`src/rtl/ilid_pkg.sv`:
```
// ----------------------------------------------------------------------------
// ilid_pkg
// Shared types and codes for the indexed list insert/delete block.
// ----------------------------------------------------------------------------
package ilid_pkg;

   localparam int ValueWidth = 32;
   localparam int PosWidth   = 5;
   localparam int CountWidth = 5;

   localparam logic OpInsert = 1'b0;
   localparam logic OpDelete = 1'b1;

   typedef enum logic [1:0] {
      ST_OK    = 2'd0,
      ST_RANGE = 2'd1,
      ST_FULL  = 2'd2
   } status_type;

   typedef enum logic [1:0] {
      CMD_HOLD   = 2'd0,
      CMD_INSERT = 2'd1,
      CMD_DELETE = 2'd2
   } cmd_type;

   typedef struct packed {
      cmd_type                       cmd;
      logic signed [ValueWidth-1:0]  value;
   } cell_ctrl_type;

   localparam logic signed [ValueWidth-1:0] NoneRemoved = '1;

endpackage

```
`src/rtl/indexed_list_insert_delete.sv`:
```
// ----------------------------------------------------------------------------
// indexed_list_insert_delete
// Ordered list of signed 32-bit entries with indexed insert and delete,
// held in a row of cells that shift together.
// ----------------------------------------------------------------------------
// One transfer in, one result out: an insert puts value at 0-based position
// and moves later entries up; a delete removes 1-based entry position and
// returns it. The whole cell row shifts in the cycle an item is accepted,
// and the result lands in an output register, so a new item is accepted
// every cycle while that register is empty or being drained. Entries above
// the count are never returned.
// ----------------------------------------------------------------------------
module indexed_list_insert_delete #(
   parameter int CAPACITY = 16
) (
   input  logic                                     clock,
   input  logic                                     reset,
   input  logic                                     req_valid,
   output logic                                     req_ready,
   input  logic                                     req_op,
   input  logic [ilid_pkg::PosWidth-1:0]            req_position,
   input  logic signed [ilid_pkg::ValueWidth-1:0]   req_value,
   output logic                                     rsp_valid,
   input  logic                                     rsp_ready,
   output logic [1:0]                               rsp_status,
   output logic signed [ilid_pkg::ValueWidth-1:0]   rsp_removed_value,
   output logic [ilid_pkg::CountWidth-1:0]          rsp_count
);

   localparam int CW = $clog2(CAPACITY + 1);
   localparam int XW = (CW > ilid_pkg::PosWidth) ? CW : ilid_pkg::PosWidth;
   localparam int IW = (CAPACITY > 1) ? $clog2(CAPACITY) : 1;

   logic [CW-1:0]                             fill_ff;
   logic [CW-1:0]                             fill_in;
   logic                                      rsp_valid_ff;
   logic                                      rsp_valid_in;
   ilid_pkg::status_type                      rsp_status_ff;
   ilid_pkg::status_type                      status_in;
   logic signed [ilid_pkg::ValueWidth-1:0]    rsp_removed_ff;
   logic signed [ilid_pkg::ValueWidth-1:0]    removed_in;
   logic [ilid_pkg::CountWidth-1:0]           rsp_count_ff;

   logic                                      req_fire;
   logic [XW-1:0]                             pos_x;
   logic [XW-1:0]                             fill_x;
   logic [XW-1:0]                             slot_x;
   logic [XW-1:0]                             cell_pos;
   ilid_pkg::cell_ctrl_type                   ctrl;
   logic signed [ilid_pkg::ValueWidth-1:0]    cell_data [CAPACITY];

   assign req_ready = !reset && (!rsp_valid_ff || rsp_ready);
   assign req_fire  = req_valid && req_ready;
   assign pos_x     = XW'(req_position);
   assign fill_x    = XW'(fill_ff);
   assign slot_x    = pos_x - XW'(1);

   always_comb begin
      status_in  = ilid_pkg::ST_OK;
      removed_in = ilid_pkg::NoneRemoved;
      fill_in    = fill_ff;
      ctrl.cmd   = ilid_pkg::CMD_HOLD;
      ctrl.value = req_value;
      cell_pos   = pos_x;
      if (req_op == ilid_pkg::OpInsert) begin
         if (pos_x > fill_x) begin
            status_in = ilid_pkg::ST_RANGE;
         end else if (fill_ff == CW'(CAPACITY)) begin
            status_in = ilid_pkg::ST_FULL;
         end else begin
            fill_in  = fill_ff + CW'(1);
            ctrl.cmd = req_fire ? ilid_pkg::CMD_INSERT : ilid_pkg::CMD_HOLD;
         end
      end else begin
         cell_pos = slot_x;
         if (pos_x == '0 || pos_x > fill_x) begin
            status_in = ilid_pkg::ST_RANGE;
         end else begin
            removed_in = cell_data[slot_x[IW-1:0]];
            fill_in    = fill_ff - CW'(1);
            ctrl.cmd   = req_fire ? ilid_pkg::CMD_DELETE : ilid_pkg::CMD_HOLD;
         end
      end
   end

   for (genvar i = 0; i < CAPACITY; i++) begin : g_cell
      logic signed [ilid_pkg::ValueWidth-1:0] left_data;
      logic signed [ilid_pkg::ValueWidth-1:0] right_data;

      if (i == 0) begin : g_first
         assign left_data = cell_data[i];
      end else begin : g_mid
         assign left_data = cell_data[i-1];
      end

      if (i == CAPACITY - 1) begin : g_last
         assign right_data = cell_data[i];
      end else begin : g_inner
         assign right_data = cell_data[i+1];
      end

      ilid_cell #(
         .INDEX (i),
         .XW    (XW)
      ) u_cell (
         .clock      (clock),
         .ctrl       (ctrl),
         .pos        (cell_pos),
         .left_data  (left_data),
         .right_data (right_data),
         .data       (cell_data[i])
      );
   end

   assign rsp_valid_in = req_fire || (rsp_valid_ff && !rsp_ready);

   always_ff @(posedge clock) begin
      if (reset) begin
         fill_ff      <= '0;
         rsp_valid_ff <= 1'b0;
      end else begin
         rsp_valid_ff <= rsp_valid_in;
         if (req_fire) begin
            fill_ff <= fill_in;
         end
      end
   end

   always_ff @(posedge clock) begin
      if (req_fire) begin
         rsp_status_ff  <= status_in;
         rsp_removed_ff <= removed_in;
         rsp_count_ff   <= ilid_pkg::CountWidth'(fill_in);
      end
   end

   assign rsp_valid         = rsp_valid_ff;
   assign rsp_status        = rsp_status_ff;
   assign rsp_removed_value = rsp_removed_ff;
   assign rsp_count         = rsp_count_ff;

   a_fill_bound: assert property (@(posedge clock) disable iff (reset)
      fill_ff <= CW'(CAPACITY))
      else $error("fill count beyond capacity");

   a_reject_holds: assert property (@(posedge clock) disable iff (reset)
      (req_fire && status_in != ilid_pkg::ST_OK) |=> $stable(fill_ff))
      else $error("rejected item changed fill count");

   a_insert_grows: assert property (@(posedge clock) disable iff (reset)
      (req_fire && req_op == ilid_pkg::OpInsert && status_in == ilid_pkg::ST_OK)
         |=> fill_ff == $past(fill_ff) + CW'(1))
      else $error("insert did not grow list");

   a_no_removed: assert property (@(posedge clock) disable iff (reset)
      (rsp_valid_ff && rsp_status_ff != ilid_pkg::ST_OK)
         |-> rsp_removed_ff == ilid_pkg::NoneRemoved)
      else $error("rejected item reports a removed value");

   a_count_match: assert property (@(posedge clock) disable iff (reset)
      $past(req_fire) |-> rsp_count_ff == ilid_pkg::CountWidth'(fill_ff))
      else $error("result count differs from fill count");

endmodule

```
`src/rtl/ilid_cell.sv`:
```
// ----------------------------------------------------------------------------
// ilid_cell
// One slot of the list: holds an entry, loads the new value, takes its
// left neighbor on an insert below it, or its right neighbor on a delete at or below it.
// ----------------------------------------------------------------------------
module ilid_cell #(
   parameter int INDEX = 0,
   parameter int XW    = 5
) (
   input  logic                                     clock,
   input  ilid_pkg::cell_ctrl_type                  ctrl,
   input  logic [XW-1:0]                            pos,
   input  logic signed [ilid_pkg::ValueWidth-1:0]   left_data,
   input  logic signed [ilid_pkg::ValueWidth-1:0]   right_data,
   output logic signed [ilid_pkg::ValueWidth-1:0]   data
);

   localparam logic [XW-1:0] MyIndex = XW'(INDEX);

   logic signed [ilid_pkg::ValueWidth-1:0] data_ff;
   logic signed [ilid_pkg::ValueWidth-1:0] data_in;

   always_comb begin
      data_in = data_ff;
      case (ctrl.cmd)
         ilid_pkg::CMD_INSERT: begin
            if (MyIndex > pos) begin
               data_in = left_data;
            end else if (MyIndex == pos) begin
               data_in = ctrl.value;
            end
         end
         ilid_pkg::CMD_DELETE: begin
            if (MyIndex >= pos) begin
               data_in = right_data;
            end
         end
         default: begin
            data_in = data_ff;
         end
      endcase
   end

   always_ff @(posedge clock) begin
      data_ff <= data_in;
   end

   assign data = data_ff;

endmodule
```
`config.mk`:
```
export PLATFORM = sky130hd
export DESIGN_NAME = indexed_list_insert_delete
export DESIGN_NICKNAME = d
export VERILOG_FILES = /design/src/rtl/ilid_pkg.sv /design/src/rtl/indexed_list_insert_delete.sv /design/src/rtl/ilid_cell.sv
export SDC_FILE = /design/constraint.sdc
export NUM_CORES = 1
export LEC_CHECK = 0
export BUFFER_PORTS_ARGS = -buffer_cell sky130_fd_sc_hd__buf_4
export CAP_MARGIN = 20
export CORE_AREA = 3 3 255 257
export DETAILED_ROUTE_END_ITERATION = 8
export DIE_AREA = 0 0 258 260
export PLACE_DENSITY = 0.7
export SYNTH_ARGS = -nofsm -noshare
export SYNTH_HDL_FRONTEND = slang
export SYNTH_HIERARCHICAL = 1
export SYNTH_SLANG_ARGS = --single-unit
```
`constraint.sdc`:
```
create_clock -name clock -period 10.2 [get_ports clock]
set_input_delay 1.53 -clock clock [delete_from_list [all_inputs] [get_ports clock]]
set_output_delay 1.53 -clock clock [all_outputs]
set_load 0.02 [all_outputs]
```
==> reports/metrics.cfg <==
[status]
run_status = complete, no violations

[synthesis]
synthFlopType = edfxtp_1
synth_top_cell_area_share_pct = 47.81
syn-num-nets = 3144
yosys_warnings = 6
syn_area_per_cell_um2 = 11.19
syn_area_um2 = 34610
synth_seq_cells = 557
synthArstFlopShare_pct = 0
yosys.area.top_type = edfxtp_1
synth-seq-area-share_pct = 48.15
synth_cell_type_count = 92
syn_inst = 3093
synth-edff-count = 551
ys_top_cells_by_area = edfxtp_1 (48%), mux4_2 (8.3%), a31oi_1 (6.4%), nand2_1 (4.2%), nor2_1 (4.0%)

[final_layout]
num_antenna_cells = 0
final_layout_size_suffix_gt1_share_pct = 17.36
area_delta_synth_final_pct = 7.079
nets = 3056
fill_cells = 5118

[routing]
firstDrtPassIters = 6
avgViaCountPerCell = 6.945
drtIter0Drc = 4383
wl_per_cell_um = 26.40
wl_um = 102900
drc = 0
postRouteAntennaNets = 0
vias = 27080

[setup_path]
cp.required_ns = 10.45
cpMaxStageDelayCell = a21oi_4
path_buf_inv = 5
startpoint = req_position[0]
end_kind = flop
max_stage_delay_ns = 0.92
start_kind = primary input
critPathTopFamily = buffers and inverters
path_common_cell = buf_4
crit_arrival_ns = 6.29
reg2reg_depth = 12
r2r_setup_slack_ns = 5.34
cp.depth = 12
critPathCapture = g_cell[6].u_cell/data[0]
r2r-end = g_cell[6].u_cell/data[0]
regToRegStartpoint = fill_ff[2]
critPathMaxFanout = 67
cp_cell_sequence = buf_8 > inv_1 > ha_1 > nand3_1 > o22ai_1 > nand2_1 > nor3_2 > buf_4 > buf_4 > nand2b_2 > buf_4 > a21oi_4
worstSetupPathType = primary input to flop

[sta]
finalSetupViolations = 0
fin_crit_ns = 6.038
whs_ns = 0.5520
relSlewSlack_pct = 23.03
fin_skew_ns = 0.01819
fmax_mhz = 165.6
hold_viol = 0
fin_setup_tns_ns = 0
period_share_pct = 59.19
tightest_slew_ns = 1.155
rsz0062_at_grt = false
drv_slew = 0

[floorplan]
chipHeight_um = 260
die_area_um2 = 67080
fp.coreArea_um2 = 62970
rows = 92
initial_core_util_pct = 54.97
io_pins = 83
die_width_um = 258

[cts]
clock-sinks = 557
tritoncts = built
cts_max_level = 2
cts_inserted_buffers = 60
cts_root_buf = clkbuf_16
hold_buffers = 0
clk_pin_slew_ns = 0.06
cts_resized = 0
cts_setup_buffers = 0
clk-insertion-delay-late_ns = 0.64
cts_buffer_depth = 3

[power]
powerDensity_nw_per_um2 = 153.0
p_leak_uw = 0.01215
ir_worst_vdd_v = 0.0001316

[placed_design]
gp_congestion = 0.8639
place_hpwl_um = 67110
port_buffers = 82

[flow_run]
maxCapViolCount = 0

[min_path]
hold_path_class = flop to flop

[global_routing]
overflow = 0
grt_usage_pct = 29.82
antenna_found_initial = 2
grt_pass1_vias = 25210
grt_pass1_wl_um = 156200
grt_max_degree = 120

[cells by family (layout without fill, tap and decap cells)]
kind of cell	after synthesis	in the layout	share of synthesized area [%]
buf+inv	307	267	5.871
flops	557	557	48.15
simple gates	1121	1121	15.87
fa+ha+maj	9	9	0.3254
mux	291	291	13.49
xor+xnor	17	17	0.4845
compound gates	791	791	15.80
[state kept, by name, summed over array words and instances, names as in the netlist]
register / count
g_cell.u_cell/data: 512
rsp_removed_value: 32
fill_ff: 5
rsp_count: 5
rsp_status: 2
rsp_valid: 1
[stage by stage]
| step | instances | worst slack, ns | total power [µW] | util [%] | area, µm² |
|---|---|---|---|---|---|
| 2_1_floorplan | 3093 | 0.4724 | 3385 | - | 34610 |
| 3_3_place_gp | 3781 | 3.576 | 3584 | 55.73 | 35090 |
| 3_5_place_dp | 3787 | 3.586 | 3625 | 55.93 | 35210 |
| 4_1_cts | 3897 | 4.250 | 5665 | 58.78 | 37010 |
| 5_1_grt | 3899 | 3.735 | 5831 | 58.86 | 37060 |
| 6_report | 3899 | 4.162 | 5671 | 58.86 | 37060 |
[worst reg2reg max path, delay by kind of cell (launching register included)]
kind / cells / cell delay [ns]
flip-flops: 1 / 0.42
AO/OA/AOI/OAI: 3 / 1.56
buffers and inverters: 4 / 1.58
adder cells (fa/ha/maj): 1 / 0.31
AND/OR/NAND/NOR: 4 / 0.61
[synth_stat cells, types with 4 or more instances]
cell	n
a21o_1	4
a21oi_1	73
a221o_1	32
a22oi_2	30
a31oi_1	352
and2_1	32
buf_1	7
buf_2	75
buf_4	22
buf_6	75
clkbuf_1	106
clkbuf_8	5
dfxtp_1	6
edfxtp_1	551
ha_1	9
inv_1	8
mux2_4	30
mux2i_1	129
mux4_2	128
nand2_1	390
nand2b_1	25
nand3_1	72
nand3b_1	64
nor2_1	367
nor3_1	8
nor3b_1	65
nor4_1	4
o211ai_1	35
o211ai_2	31
o21ai_0	55
o21ai_1	107
o31ai_1	36
or3b_1	32
or4b_1	32
xnor2_1	13
[metal layers]
metal	up-vias	global-route usage, %	wire length [µm]
li1	11740	-	-
met1	13220	44.20	41950
met2	1917	44.60	45390
met3	200	6.096	13320
met4	2	8.613	2241
met5	-	0	15
[cells in the final DEF (no fill, tap or decap), types with 35 or more instances in the layout]
cell type	n
o211ai_1	35
o21ai_1	107
a21oi_1	67
buf_4	138
edfxtp_1	551
o31ai_1	36
nand3_1	72
nor2_1	365
mux4_2	128
o21ai_0	55
clkbuf_16	61
nand2_1	390
nand3b_1	64
nor3b_1	65
a31oi_1	352
mux2i_1	129
[layout make-up]
cell class	instances	area, µm²	area share [%]
multi-input cells	2229	16240	43.83
inverters	8	30.03	0.08103
clock buffers	76	1583	4.271
flip-flops and latches	557	16670	44.97
clock inverters	34	215.2	0.5807
repair buffers	149	1264	3.410
well taps	846	1059	2.856
[where the power goes]
group	switching (µW)	total [µW]	internal (µW)
logic	610	966	356
clock network	927	2070	1140
registers	31.6	2640	2610
[worst min path at each step]
stage	startpoint	to	slack (ns)	cells past startpoint
after CTS	fill_ff[2]	fill_ff[2]	0.54	2
after global placement	fill_ff[1]	fill_ff[1]	0.54	2
after global routing	fill_ff[2]	fill_ff[2]	0.59	2
final	fill_ff[2]	fill_ff[2]	0.55	2
after floorplan	fill_ff[1]	fill_ff[1]	0.49	2
after detailed placement	fill_ff[2]	fill_ff[2]	0.54	2
No activity file was read; power rests on OpenSTA's default activity.
